--- src/rtl/core/qapm_pkg.sv ---
`timescale 1ns / 1ps
// Package for the quad attitude PD controller and X-frame motor mixer.
// Holds the word structs, op and register codes, sequencer states and constants.
// No dependencies.
package qapm_pkg;

  localparam int ANGLE_FRAC_BITS = 7;
  localparam int DERIV_FRAC      = 16;
  localparam int PULSE_LO        = 1000;
  localparam int STAB_SPAN       = 15;
  localparam int MOTOR_MAX       = 4095;
  localparam int RECIP_MUL       = 2147484;
  localparam int RECIP_SHIFT     = 31;
  localparam int ERR_W           = 24;
  localparam int DIV_NUM_W       = 44;
  localparam int DIV_DEN_W       = 20;
  localparam int DIV_STEP_BITS   = 4;
  localparam int CFG_IDX_W       = 3;
  localparam int CFG_DATA_W      = 16;
  localparam logic [7:0] MANUAL_LIMIT_RST = 8'd100;

  typedef enum logic [1:0] {
    OP_STAB   = 2'd0,
    OP_MANUAL = 2'd1,
    OP_KILL   = 2'd2
  } qapm_op_e;

  typedef enum logic [CFG_IDX_W-1:0] {
    CFG_ROLL_P       = 3'd0,
    CFG_ROLL_D       = 3'd1,
    CFG_PITCH_P      = 3'd2,
    CFG_PITCH_D      = 3'd3,
    CFG_MANUAL_LIMIT = 3'd4
  } qapm_cfg_e;

  typedef enum logic [3:0] {
    S_IDLE,
    S_MAP_MUL,
    S_MAP_ABS,
    S_MAP_REC,
    S_MAP_END,
    S_DIV_GO,
    S_DIV_WAIT,
    S_D_LO,
    S_D_HI,
    S_ACC,
    S_SCALE,
    S_MIX,
    S_OUT
  } qapm_state_e;

  typedef struct packed {
    logic [1:0]         op;
    logic [11:0]        stick_roll;
    logic [11:0]        stick_pitch;
    logic [11:0]        stick_yaw;
    logic [11:0]        stick_throttle;
    logic signed [15:0] measured_roll;
    logic signed [15:0] measured_pitch;
    logic [19:0]        elapsed_us;
  } qapm_in_t;

  typedef struct packed {
    logic [11:0] motor_front_a;
    logic [11:0] motor_front_b;
    logic [11:0] motor_rear_a;
    logic [11:0] motor_rear_b;
    logic        clipped;
  } qapm_out_t;

endpackage

--- src/rtl/core/quad_attitude_pd_mixer.sv ---
`timescale 1ns / 1ps
// Quad attitude PD controller with X-frame mixer: top level, sequencer and datapath.
// Depends on qapm_pkg and qapm_div.
//
//   channel | handshake               | word
//   --------+-------------------------+-----------
//   cfg     | cfg_we_i                | cfg_idx_i, cfg_data_i
//   in      | in_valid_i / in_stall_o | in_word_i  (qapm_in_t)
//   out     | out_valid_o/out_stall_i | out_word_o (qapm_out_t)
//
// Cost is set by one shared 25x25 multiplier and one 4-bit-per-cycle divider
// (11 steps per axis). One word at a time; a new word is taken while the
// result waits in the output register. Reset clears state and loads register defaults.
module quad_attitude_pd_mixer
  import qapm_pkg::*;
#(
  parameter int AngleFracBits = ANGLE_FRAC_BITS
) (
  input  logic                  clk_i,
  input  logic                  rst_ni,
  input  logic                  cfg_we_i,
  input  logic [CFG_IDX_W-1:0]  cfg_idx_i,
  input  logic [CFG_DATA_W-1:0] cfg_data_i,
  input  logic                  in_valid_i,
  output logic                  in_stall_o,
  input  qapm_in_t              in_word_i,
  output logic                  out_valid_o,
  input  logic                  out_stall_i,
  output qapm_out_t             out_word_o
);

  localparam int MulW    = 25;
  localparam int ProdW   = 2 * MulW;
  localparam int AccW    = 58;
  localparam int TgtW    = AccW - DERIV_FRAC;
  localparam int DerivW  = 42;
  localparam int LoW     = 24;
  localparam int SumW    = TgtW + 3;
  localparam int MapW    = 12;
  localparam int QW      = 11;
  localparam int MagW    = 21;
  localparam int ErrRawW = 26;
  localparam int DiffW   = ERR_W + 1;
  localparam int ScaleSh = AngleFracBits + DERIV_FRAC;
  localparam logic signed [ErrRawW-1:0] ErrHi = ErrRawW'(2 ** (ERR_W - 1) - 1);
  localparam logic signed [ErrRawW-1:0] ErrLo = -ErrHi - ErrRawW'(1);
  localparam logic signed [AccW-1:0] ScaleBias = AccW'((AccW'(1) << ScaleSh) - AccW'(1));

  qapm_state_e state_q, state_d;

  logic [1:0] ax_q, ax_d, mot_q, mot_d;
  logic       out_valid_q, out_valid_d;
  logic       accept, out_load;

  logic signed [15:0] roll_p_q, roll_d_q, pitch_p_q, pitch_d_q;
  logic [7:0]         lim_q;

  qapm_in_t  inw_q, inw_d;
  qapm_out_t out_q, out_d;

  logic [11:0]              c_q, c_d;
  logic signed [TgtW-1:0]   r_q, r_d, p_q, p_d;
  logic signed [15:0]       yaw_q, yaw_d;
  logic signed [ERR_W-1:0]  prev_roll_q, prev_roll_d, prev_pitch_q, prev_pitch_d;
  logic signed [ERR_W-1:0]  err_q, err_d;
  logic signed [ProdW-1:0]  mul_q, mul_d, mul_abs;
  logic [MagW-1:0]          mag_q, mag_d;
  logic                     neg_q, neg_d, clip_q, clip_d;
  logic signed [DerivW-1:0] deriv_q, deriv_d, quo_s;
  logic signed [AccW-1:0]   acc_q, acc_d, acc_bias, tgt_full;
  logic [11:0]              motor_q [4];

  logic signed [MulW-1:0]    mul_a, mul_b;
  logic                      is_stab;
  logic [11:0]               stick_sel;
  logic signed [15:0]        meas_sel, p_sel, d_sel;
  logic signed [ERR_W-1:0]   prev_sel;
  logic signed [12:0]        x_off;
  logic [9:0]                span;
  logic signed [MapW-1:0]    lo, q_s, map_val;
  logic signed [ErrRawW-1:0] err_raw;
  logic signed [DiffW-1:0]   diff;
  logic [DiffW-1:0]          diff_mag;
  logic [DIV_NUM_W-1:0]      div_num, div_quo;
  logic [DIV_DEN_W-1:0]      dt;
  logic                      div_start, div_done;
  logic signed [SumW-1:0]    sum;
  logic [11:0]               sat_val;
  logic                      sat_clip;

  assign accept   = (state_q == S_IDLE) && in_valid_i;
  assign out_load = (state_q == S_OUT) && (!out_valid_q || !out_stall_i);
  assign is_stab  = (inw_q.op == OP_STAB);

  always_ff @(posedge clk_i or negedge rst_ni) begin
    if (!rst_ni) begin
      roll_p_q  <= '0;
      roll_d_q  <= '0;
      pitch_p_q <= '0;
      pitch_d_q <= '0;
      lim_q     <= MANUAL_LIMIT_RST;
    end else if (cfg_we_i) begin
      case (qapm_cfg_e'(cfg_idx_i))
        CFG_ROLL_P:       roll_p_q  <= cfg_data_i;
        CFG_ROLL_D:       roll_d_q  <= cfg_data_i;
        CFG_PITCH_P:      pitch_p_q <= cfg_data_i;
        CFG_PITCH_D:      pitch_d_q <= cfg_data_i;
        CFG_MANUAL_LIMIT: lim_q     <= cfg_data_i[7:0];
        default: ;
      endcase
    end
  end

  // Per-axis operand selection
  always_comb begin
    case (ax_q)
      2'd0: begin
        stick_sel = inw_q.stick_roll;
        meas_sel  = inw_q.measured_roll;
        prev_sel  = prev_roll_q;
        p_sel     = roll_p_q;
        d_sel     = roll_d_q;
      end
      2'd1: begin
        stick_sel = inw_q.stick_pitch;
        meas_sel  = inw_q.measured_pitch;
        prev_sel  = prev_pitch_q;
        p_sel     = pitch_p_q;
        d_sel     = pitch_d_q;
      end
      default: begin
        stick_sel = inw_q.stick_yaw;
        meas_sel  = inw_q.measured_pitch;
        prev_sel  = prev_pitch_q;
        p_sel     = pitch_p_q;
        d_sel     = pitch_d_q;
      end
    endcase
  end

  always_comb begin
    x_off    = $signed({1'b0, stick_sel}) - $signed(13'(PULSE_LO));
    span     = is_stab ? 10'(2 * STAB_SPAN) : {1'b0, lim_q, 1'b0};
    lo       = is_stab ? -$signed(MapW'(STAB_SPAN)) : -$signed({4'b0, lim_q});
    mul_abs  = mul_q[ProdW-1] ? -mul_q : mul_q;
    q_s      = $signed({1'b0, mul_q[RECIP_SHIFT +: QW]});
    map_val  = (neg_q ? -q_s : q_s) + lo;
    err_raw  = (ErrRawW'(map_val) <<< AngleFracBits) - ErrRawW'(meas_sel);
    diff     = DiffW'(err_q) - DiffW'(prev_sel);
    diff_mag = diff[DiffW-1] ? DiffW'(-diff) : DiffW'(diff);
    div_num  = DIV_NUM_W'({diff_mag, {DERIV_FRAC{1'b0}}});
    dt       = (inw_q.elapsed_us == '0) ? DIV_DEN_W'(1) : inw_q.elapsed_us;
    quo_s    = $signed(div_quo[DerivW-1:0]);
    acc_bias = acc_q + (acc_q[AccW-1] ? ScaleBias : AccW'(0));
    tgt_full = acc_bias >>> ScaleSh;
  end

  // Shared multiplier operands
  always_comb begin
    case (state_q)
      S_MAP_MUL: begin
        mul_a = MulW'(x_off);
        mul_b = MulW'($signed({1'b0, span}));
      end
      S_MAP_REC: begin
        mul_a = $signed(MulW'(mag_q));
        mul_b = $signed(MulW'(RECIP_MUL));
      end
      S_D_LO: begin
        mul_a = MulW'(d_sel);
        mul_b = $signed({1'b0, deriv_q[LoW-1:0]});
      end
      S_D_HI: begin
        mul_a = MulW'(d_sel);
        mul_b = MulW'($signed(deriv_q[DerivW-1:LoW]));
      end
      default: begin
        mul_a = MulW'(p_sel);
        mul_b = MulW'(err_q);
      end
    endcase
    mul_d = mul_a * mul_b;
  end

  // Mixer: one motor per cycle
  always_comb begin
    sum = $signed(SumW'(c_q))
        + (mot_q[0] ? -SumW'(r_q) : SumW'(r_q))
        + (mot_q[1] ? -SumW'(p_q) : SumW'(p_q))
        + ((mot_q[0] ^ mot_q[1]) ? -SumW'(yaw_q) : SumW'(yaw_q));
    if (sum < 0) begin
      sat_val  = '0;
      sat_clip = 1'b1;
    end else if (sum > $signed(SumW'(MOTOR_MAX))) begin
      sat_val  = 12'(MOTOR_MAX);
      sat_clip = 1'b1;
    end else begin
      sat_val  = sum[11:0];
      sat_clip = 1'b0;
    end
  end

  always_comb begin
    state_d = state_q;
    case (state_q)
      S_IDLE: begin
        if (in_valid_i) begin
          if (in_word_i.op == OP_STAB || in_word_i.op == OP_MANUAL) begin
            state_d = S_MAP_MUL;
          end else begin
            state_d = S_MIX;
          end
        end
      end
      S_MAP_MUL: state_d = S_MAP_ABS;
      S_MAP_ABS: state_d = S_MAP_REC;
      S_MAP_REC: state_d = S_MAP_END;
      S_MAP_END: begin
        if (is_stab) begin
          state_d = S_DIV_GO;
        end else if (ax_q == 2'd2) begin
          state_d = S_MIX;
        end else begin
          state_d = S_MAP_MUL;
        end
      end
      S_DIV_GO:   state_d = S_DIV_WAIT;
      S_DIV_WAIT: if (div_done) state_d = S_D_LO;
      S_D_LO:     state_d = S_D_HI;
      S_D_HI:     state_d = S_ACC;
      S_ACC:      state_d = S_SCALE;
      S_SCALE:    state_d = (ax_q == 2'd1) ? S_MIX : S_MAP_MUL;
      S_MIX:      if (mot_q == 2'd3) state_d = S_OUT;
      S_OUT:      if (out_load) state_d = S_IDLE;
      default:    state_d = S_IDLE;
    endcase
  end

  always_comb begin
    ax_d         = ax_q;
    mot_d        = mot_q;
    inw_d        = inw_q;
    c_d          = c_q;
    r_d          = r_q;
    p_d          = p_q;
    yaw_d        = yaw_q;
    prev_roll_d  = prev_roll_q;
    prev_pitch_d = prev_pitch_q;
    err_d        = err_q;
    mag_d        = mag_q;
    neg_d        = neg_q;
    deriv_d      = deriv_q;
    acc_d        = acc_q;
    clip_d       = clip_q;
    div_start    = 1'b0;
    out_valid_d  = out_valid_q && out_stall_i;
    out_d        = out_q;
    case (state_q)
      S_IDLE: begin
        if (accept) begin
          inw_d  = in_word_i;
          ax_d   = 2'd0;
          mot_d  = 2'd0;
          clip_d = 1'b0;
          r_d    = '0;
          p_d    = '0;
          if (in_word_i.op == OP_STAB || in_word_i.op == OP_MANUAL) begin
            c_d = in_word_i.stick_throttle;
          end else begin
            c_d   = '0;
            yaw_d = '0;
          end
        end
      end
      S_MAP_ABS: begin
        neg_d = mul_q[ProdW-1];
        mag_d = mul_abs[MagW-1:0];
      end
      S_MAP_END: begin
        if (is_stab) begin
          if (err_raw > ErrHi) begin
            err_d = ErrHi[ERR_W-1:0];
          end else if (err_raw < ErrLo) begin
            err_d = ErrLo[ERR_W-1:0];
          end else begin
            err_d = err_raw[ERR_W-1:0];
          end
        end else begin
          case (ax_q)
            2'd0:    r_d   = TgtW'(map_val);
            2'd1:    p_d   = TgtW'(map_val);
            default: yaw_d = 16'(map_val);
          endcase
          ax_d = ax_q + 2'd1;
        end
      end
      S_DIV_GO: begin
        div_start = 1'b1;
        neg_d     = diff[DiffW-1];
        if (ax_q == 2'd0) begin
          prev_roll_d = err_q;
        end else begin
          prev_pitch_d = err_q;
        end
      end
      S_DIV_WAIT: begin
        if (div_done) begin
          deriv_d = neg_q ? -quo_s : quo_s;
          acc_d   = AccW'(mul_q) <<< DERIV_FRAC;
        end
      end
      S_D_HI: acc_d = acc_q - AccW'(mul_q);
      S_ACC:  acc_d = acc_q - (AccW'(mul_q) <<< LoW);
      S_SCALE: begin
        if (ax_q == 2'd0) begin
          r_d = tgt_full[TgtW-1:0];
        end else begin
          p_d = tgt_full[TgtW-1:0];
        end
        ax_d = ax_q + 2'd1;
      end
      S_MIX: begin
        mot_d  = mot_q + 2'd1;
        clip_d = clip_q | sat_clip;
      end
      S_OUT: begin
        if (out_load) begin
          out_valid_d         = 1'b1;
          out_d.motor_front_a = motor_q[0];
          out_d.motor_front_b = motor_q[1];
          out_d.motor_rear_a  = motor_q[2];
          out_d.motor_rear_b  = motor_q[3];
          out_d.clipped       = clip_q;
        end
      end
      default: ;
    endcase
  end

  always_ff @(posedge clk_i or negedge rst_ni) begin
    if (!rst_ni) begin
      state_q      <= S_IDLE;
      ax_q         <= '0;
      mot_q        <= '0;
      out_valid_q  <= 1'b0;
      yaw_q        <= '0;
      prev_roll_q  <= '0;
      prev_pitch_q <= '0;
    end else begin
      state_q      <= state_d;
      ax_q         <= ax_d;
      mot_q        <= mot_d;
      out_valid_q  <= out_valid_d;
      yaw_q        <= yaw_d;
      prev_roll_q  <= prev_roll_d;
      prev_pitch_q <= prev_pitch_d;
    end
  end

  always_ff @(posedge clk_i) begin
    inw_q   <= inw_d;
    c_q     <= c_d;
    r_q     <= r_d;
    p_q     <= p_d;
    err_q   <= err_d;
    mul_q   <= mul_d;
    mag_q   <= mag_d;
    neg_q   <= neg_d;
    deriv_q <= deriv_d;
    acc_q   <= acc_d;
    clip_q  <= clip_d;
    out_q   <= out_d;
    if (state_q == S_MIX) begin
      motor_q[mot_q] <= sat_val;
    end
  end

  qapm_div #(
    .NumW     (DIV_NUM_W),
    .DenW     (DIV_DEN_W),
    .StepBits (DIV_STEP_BITS)
  ) u_div (
    .clk_i   (clk_i),
    .rst_ni  (rst_ni),
    .start_i (div_start),
    .num_i   (div_num),
    .den_i   (dt),
    .done_o  (div_done),
    .quo_o   (div_quo)
  );

  assign in_stall_o  = (state_q != S_IDLE);
  assign out_valid_o = out_valid_q;
  assign out_word_o  = out_q;

`ifndef SYNTH
  a_busy_after_accept: assert property (@(posedge clk_i) disable iff (!rst_ni)
    (in_valid_i && !in_stall_o) |=> in_stall_o) else $error("not busy after accept");
  a_clip_consistent: assert property (@(posedge clk_i) disable iff (!rst_ni)
    (out_valid_o && out_word_o.clipped) |->
      (out_word_o.motor_front_a == 12'd0 || out_word_o.motor_front_a == 12'd4095 ||
       out_word_o.motor_front_b == 12'd0 || out_word_o.motor_front_b == 12'd4095 ||
       out_word_o.motor_rear_a == 12'd0 || out_word_o.motor_rear_a == 12'd4095 ||
       out_word_o.motor_rear_b == 12'd0 || out_word_o.motor_rear_b == 12'd4095))
    else $error("clip flag without a saturated motor");
  a_div_done_wait: assert property (@(posedge clk_i) disable iff (!rst_ni)
    div_done |-> state_q == S_DIV_WAIT) else $error("divider done outside wait");
  a_out_from_seq: assert property (@(posedge clk_i) disable iff (!rst_ni)
    $rose(out_valid_o) |-> $past(state_q) == S_OUT) else $error("result without sequencer");
`endif

endmodule

--- src/rtl/core/qapm_div.sv ---
`timescale 1ns / 1ps
// Iterative unsigned restoring divider, StepBits quotient bits per cycle.
// Depends on qapm_pkg for default widths.
module qapm_div
  import qapm_pkg::*;
#(
  parameter int NumW     = DIV_NUM_W,
  parameter int DenW     = DIV_DEN_W,
  parameter int StepBits = DIV_STEP_BITS
) (
  input  logic            clk_i,
  input  logic            rst_ni,
  input  logic            start_i,
  input  logic [NumW-1:0] num_i,
  input  logic [DenW-1:0] den_i,
  output logic            done_o,
  output logic [NumW-1:0] quo_o
);

  localparam int Steps = NumW / StepBits;
  localparam int CntW  = $clog2(Steps + 1);

  logic [CntW-1:0] cnt_q;
  logic            done_q;
  logic [NumW-1:0] work_q, work_n;
  logic [DenW-1:0] rem_q, rem_n, den_q;
  logic [DenW:0]   trial;

  always_comb begin
    rem_n  = rem_q;
    work_n = work_q;
    trial  = '0;
    for (int i = 0; i < StepBits; i++) begin
      trial  = {rem_n, work_n[NumW-1]};
      work_n = {work_n[NumW-2:0], 1'b0};
      if (trial >= {1'b0, den_q}) begin
        trial     = trial - {1'b0, den_q};
        work_n[0] = 1'b1;
      end
      rem_n = trial[DenW-1:0];
    end
  end

  always_ff @(posedge clk_i or negedge rst_ni) begin
    if (!rst_ni) begin
      cnt_q  <= '0;
      done_q <= 1'b0;
    end else if (start_i) begin
      cnt_q  <= CntW'(Steps);
      done_q <= 1'b0;
    end else if (cnt_q != '0) begin
      cnt_q  <= cnt_q - CntW'(1);
      done_q <= (cnt_q == CntW'(1));
    end else begin
      done_q <= 1'b0;
    end
  end

  always_ff @(posedge clk_i) begin
    if (start_i) begin
      work_q <= num_i;
      rem_q  <= '0;
      den_q  <= den_i;
    end else if (cnt_q != '0) begin
      work_q <= work_n;
      rem_q  <= rem_n;
    end
  end

  assign done_o = done_q;
  assign quo_o  = work_q;

`ifndef SYNTH
  a_start_no_done: assert property (@(posedge clk_i) disable iff (!rst_ni)
    start_i |=> !done_o) else $error("divider done right after start");
  a_done_pulse: assert property (@(posedge clk_i) disable iff (!rst_ni)
    done_o |=> !done_o) else $error("divider done longer than one cycle");
  a_start_count: assert property (@(posedge clk_i) disable iff (!rst_ni)
    start_i |=> cnt_q == CntW'(Steps)) else $error("divider count not loaded");
`endif

endmodule

--- config.mk ---
export PLATFORM = sky130hd
export DESIGN_NAME = quad_attitude_pd_mixer
export DESIGN_NICKNAME = d
export VERILOG_FILES = /design/src/rtl/core/qapm_pkg.sv /design/src/rtl/core/quad_attitude_pd_mixer.sv /design/src/rtl/core/qapm_div.sv
export SDC_FILE = /design/constraint.sdc
export NUM_CORES = 2
export LEC_CHECK = 0
export BUFFER_PORTS_ARGS = -buffer_cell sky130_fd_sc_hd__buf_4
export CORE_MARGIN = 1
export CORE_UTILIZATION = 25
export CTS_CLUSTER_SIZE = 14
export DETAILED_ROUTE_END_ITERATION = 10
export HOLD_SLACK_MARGIN = 0.05
export PLACE_DENSITY = 0.44
export SKIP_CTS_REPAIR_TIMING = 1
export SYNTH_ARGS = -nofsm -noshare
export SYNTH_HDL_FRONTEND = slang
export SYNTH_SLANG_ARGS = --single-unit
--- constraint.sdc ---
create_clock -name clk_i -period 28.3 [get_ports clk_i]
set_input_delay 4.245 -clock clk_i [delete_from_list [all_inputs] [get_ports clk_i]]
set_output_delay 4.245 -clock clk_i [all_outputs]
set_load 0.02 [all_outputs]
==> summary by stage <==
Status
The run finished with clean final reports.

Timing
The final setup TNS is 0 ns. The part of the cycle the worst path needs is 0.470. At the pin with the least slew margin, the transition time is 1.16 ns. The final critical delay including setup and external delays is 13.31 ns. The remaining max-slew budget at the tightest pin is 0.227. The final clock skew is 0.0491 ns. Setup violations remaining at the end of the flow were counted as 0.

The final hold violation count is 0. Based on the critical path, the design can be clocked at up to 75.1 MHz. Setup repair after global routing left no endpoint under its margin. The number of max-slew violations in the final report was 0.

Worst setup path
The worst-case register-to-register setup slack is 14.99 ns. The startpoint type of the worst setup path is a flip-flop. The worst endpoint data arrival time is 13.86 ns. The worst setup path is captured at a flip-flop. The maximum fanout along the worst path is 21.

The peak per-stage delay on the critical path is 0.78 ns. The cell occurring most often along the worst timing path is sky130_fd_sc_hd__a21oi_1. The start-to-end type of the worst setup path is flip-flop to flip-flop. Data on the critical path is required at its endpoint by 28.86 ns. Among all stages on the critical path, the largest delay is contributed by sky130_fd_sc_hd__a211oi_1.

Routing
Before antenna repair, the detailed router went through 5 iterations. Summed over all layers, the routed wires come to 224 mm. For this run, design rule violations remaining after detail routing come to 0. The average wire per cell in the routed design is 21.3 um. The count of vias placed by the detailed router is 51,000.

The remaining number of nets flagged by the antenna check after routing is 0. The average vias per placed instance is 4.84. After the first detailed-routing iteration, the DRC count stood at 3,443.

Clock network
The number of CTS-inserted buffers is 81. The H-tree was split into 3 levels. The TritonCTS clock tree is built. The insertion delay of the later-clocked pin in the worst-skew pair is 0.72 ns. The CTS root buffer is sky130_fd_sc_hd__clkbuf_16.

Counting along the longest clock path gives a buffer depth of 3. After clock tree synthesis, the clock-pin slew on the worst setup and hold paths is 0.06 ns. The count of clock tree sinks is 687.

Yosys
The net count after synthesis is 8,124. By area the synthesized netlist is led by sky130_fd_sc_hd__edfxtp_1, sky130_fd_sc_hd__fa_1, sky130_fd_sc_hd__ha_1, sky130_fd_sc_hd__dfrtp_1, sky130_fd_sc_hd__inv_1. The most used flip-flop cell after synthesis is sky130_fd_sc_hd__edfxtp_1. After synthesis, the largest family of logic cells by area is adder cells. The share of synthesized area spent on multiplexers is 0.0377. The post-synthesis cell count is 6,854. The count of flip-flops with a built-in enable after synthesis is 458. The portion of synthesized cell area occupied by the leading cell type is 0.207. The area of the mapped netlist is 0.0665 mm^2. The fraction of the mapped netlist area in compound gates came to 0.136. For this run, the register share of the synthesized area comes to 0.286. Of the total synthesized cell area, the portion taken by AND, OR, NAND and NOR gates is 0.123. Of the total synthesized cell area, the portion taken by full adders, half adders and majority gates is 0.291. The Yosys step of the flow raised 0 warnings. The post-synthesis sequential element count is 687. The per-instance average area after synthesis is 9.70 um^2. The fraction of synthesized cell area in xor and xnor cells is 0.0620.

The cell type contributing the most total cell area after synthesis is sky130_fd_sc_hd__edfxtp_1. The distinct cell type count of the synthesized netlist is 97. The async set-reset flop share out of synthesis is 0.204.

Hold path
The path class of the tightest hold or removal check is flip-flop to flip-flop.

Floorplan
During I/O placement, the number of pins put on the boundary was 177. From bottom edge to top edge, the die measures 518 um. The floorplan step defined a die boundary enclosing 0.268 mm^2. In this run the horizontal extent of the chip is 518 um.

For this configuration, the core starts out at a cell density of 0.252. The initialized floorplan defines 188 standard-cell rows. The core area is 0.263 mm^2.

Layout
The layout has 27,900 filler cells. The final layout contains 8,211 nets. The signed area change from the synthesized netlist to the final layout is 12.8%. The layout cell share with drive strength beyond 1 is 0.0909.

GRT
The first global-routing pass estimated 338 mm of wire. In the global route stage, overall resource usage came out at 0.166. The number of antenna violations at the first check in global routing is 24. The number of global-route vias before repair is 52,600. The maximum number of pins on one net before global-route repair is 89.

After global routing the overflow that remains totals 0.

Run
The max-capacitance violation count is 0.

Placed design
The final HPWL from detailed placement is 177 mm. Routability-driven placement finished with a final weighted congestion of 0.881. The count of buffers from port buffering is 176.
## final timing paths
path / endpoint / cells past startpoint / startpoint
max: u_div.rem_q[4]$_SDFFE_PP0N_ / 45 / u_div.den_q[1]$_SDFFCE_PN0P_
min: out_word_o[19]$_DFFE_PP_ / 0 / motor_q[2][6]$_DFFE_PP_
max reg2reg: u_div.rem_q[4]$_SDFFE_PP0N_ / 45 / u_div.den_q[1]$_SDFFCE_PN0P_
min reg2reg: out_word_o[19]$_DFFE_PP_ / 0 / motor_q[2][6]$_DFFE_PP_
max in group asynchronous: prev_roll_q[7]$_DFFE_PN0P_ / 2 / rst_ni
min in group asynchronous: pitch_p_q[8]$_DFFE_PN0P_ / 1 / rst_ni
## per-layer routing
metal / vias up / part of all wire / global-route usage
li1: 23600 / - / -
met1: 25900 / 0.44 / 0.219
met2: 1236 / 0.48 / 0.282
met3: 277 / 0.042 / 0.0174
met4: 4 / 0.034 / 0.0521
met5: - / 0.00013 / 0
## worst max-delay path: cells and delay by family (launching register included)
family                     cells  cell delay, ns
AOI/OAI and AO/OA             23            7.10
and+or+nand+nor               11            2.27
adders and majority gates      4            1.48
buffers and inverters          5            1.33
muxes                          2            0.50
DFF                            1            0.43
## synth_stat cells, types with 18 or more instances
cell and count:
sky130_fd_sc_hd__o21bai_1 40, sky130_fd_sc_hd__ha_1 475, sky130_fd_sc_hd__or3_1 35, sky130_fd_sc_hd__o22ai_1 18, sky130_fd_sc_hd__mux2i_1 103, sky130_fd_sc_hd__and3_1 40, sky130_fd_sc_hd__xor2_1 141, sky130_fd_sc_hd__a21o_1 142
sky130_fd_sc_hd__inv_1 854, sky130_fd_sc_hd__dfxtp_1 89, sky130_fd_sc_hd__a31oi_1 32, sky130_fd_sc_hd__nor4_1 27, sky130_fd_sc_hd__xnor2_1 324, sky130_fd_sc_hd__o211ai_1 26, sky130_fd_sc_hd__nand4_1 49, sky130_fd_sc_hd__nor3_1 73
sky130_fd_sc_hd__buf_1 26, sky130_fd_sc_hd__nand2b_1 75, sky130_fd_sc_hd__nand2_1 750, sky130_fd_sc_hd__edfxtp_1 458, sky130_fd_sc_hd__or2_2 22, sky130_fd_sc_hd__nor2b_1 63, sky130_fd_sc_hd__o31ai_1 52, sky130_fd_sc_hd__o21ai_0 347
sky130_fd_sc_hd__a211oi_1 52, sky130_fd_sc_hd__clkbuf_1 232, sky130_fd_sc_hd__a22oi_1 28, sky130_fd_sc_hd__a21oi_1 358, sky130_fd_sc_hd__nor2_1 456, sky130_fd_sc_hd__and2_1 36, sky130_fd_sc_hd__o221ai_1 27, sky130_fd_sc_hd__dfrtp_1 137
sky130_fd_sc_hd__nand3_1 100, sky130_fd_sc_hd__o41ai_1 25, sky130_fd_sc_hd__fa_1 669, sky130_fd_sc_hd__o21a_1 67, sky130_fd_sc_hd__or4_1 19, sky130_fd_sc_hd__mux2_2 131
## layout make-up
class | count | area (um^2) | share of cell area
clock inverters | 42 | 567 | 0.00756
well taps | 3515 | 4400 | 0.0586
clock buffers | 110 | 2300 | 0.0306
multi-input cells | 5046 | 43400 | 0.579
diodes | 11 | 27.5 | 0.000367
repair buffers | 270 | 2030 | 0.0271
flip-flops and latches | 687 | 19000 | 0.254
inverters | 855 | 3210 | 0.0428
## logic make-up after synthesis
| kind of cell | Yosys count |
|---|---|
| AO/OA/AOI/OAI | 1401 |
| XOR/XNOR | 468 |
| adder cells (fa/ha/maj) | 1144 |
| buffers and inverters | 1121 |
| flip-flops | 687 |
| multiplexers | 234 |
| AND/OR/NAND/NOR | 1799 |
## cell usage in the layout, fill, tap and decap left out, types with 131 or more instances in the layout
master                     netlist  routed
sky130_fd_sc_hd__inv_1         854     851
sky130_fd_sc_hd__nand2_1       750     748
sky130_fd_sc_hd__fa_1          669     669
sky130_fd_sc_hd__ha_1          475     474
sky130_fd_sc_hd__edfxtp_1      458     458
sky130_fd_sc_hd__nor2_1        456     451
sky130_fd_sc_hd__a21oi_1       358     350
sky130_fd_sc_hd__o21ai_0       347     342
sky130_fd_sc_hd__xnor2_1       324     324
sky130_fd_sc_hd__buf_4           0     269
sky130_fd_sc_hd__a21o_1        142     142
sky130_fd_sc_hd__xor2_1        141     141
sky130_fd_sc_hd__dfrtp_1       137     137
sky130_fd_sc_hd__mux2_2        131     131
## sequential cells by signal (all words and copies together), names as in the netlist, 21 cells and up
name / cells
prev_pitch_q: 21
r_q: 35
acc_q: 58
mag_q: 21
err_q: 21
prev_roll_q: 21
inw_q: 90
p_q: 35
mul_q: 50
deriv_q: 42
out_word_o: 49
u_div.quo_o: 44
motor_q: 48
## metrics by stage
step                setup slack [ns]  utilization  cell area [um^2]  hold slack, ns  cells
global route                   13.92        0.285             75000           0.422  10500
floorplan                      17.38            -             66500           0.400   6854
CTS                            15.11        0.285             75000           0.418  10500
global placement               15.25        0.274             72100           0.401  10400
finish                         14.99        0.285             75000           0.415  10500
detailed placement             15.21        0.274             72100           0.405  10400
Power is left out: the tool's default activity adds up to more than one toggle a clock period on the data nets, which glitch-free logic cannot reach.
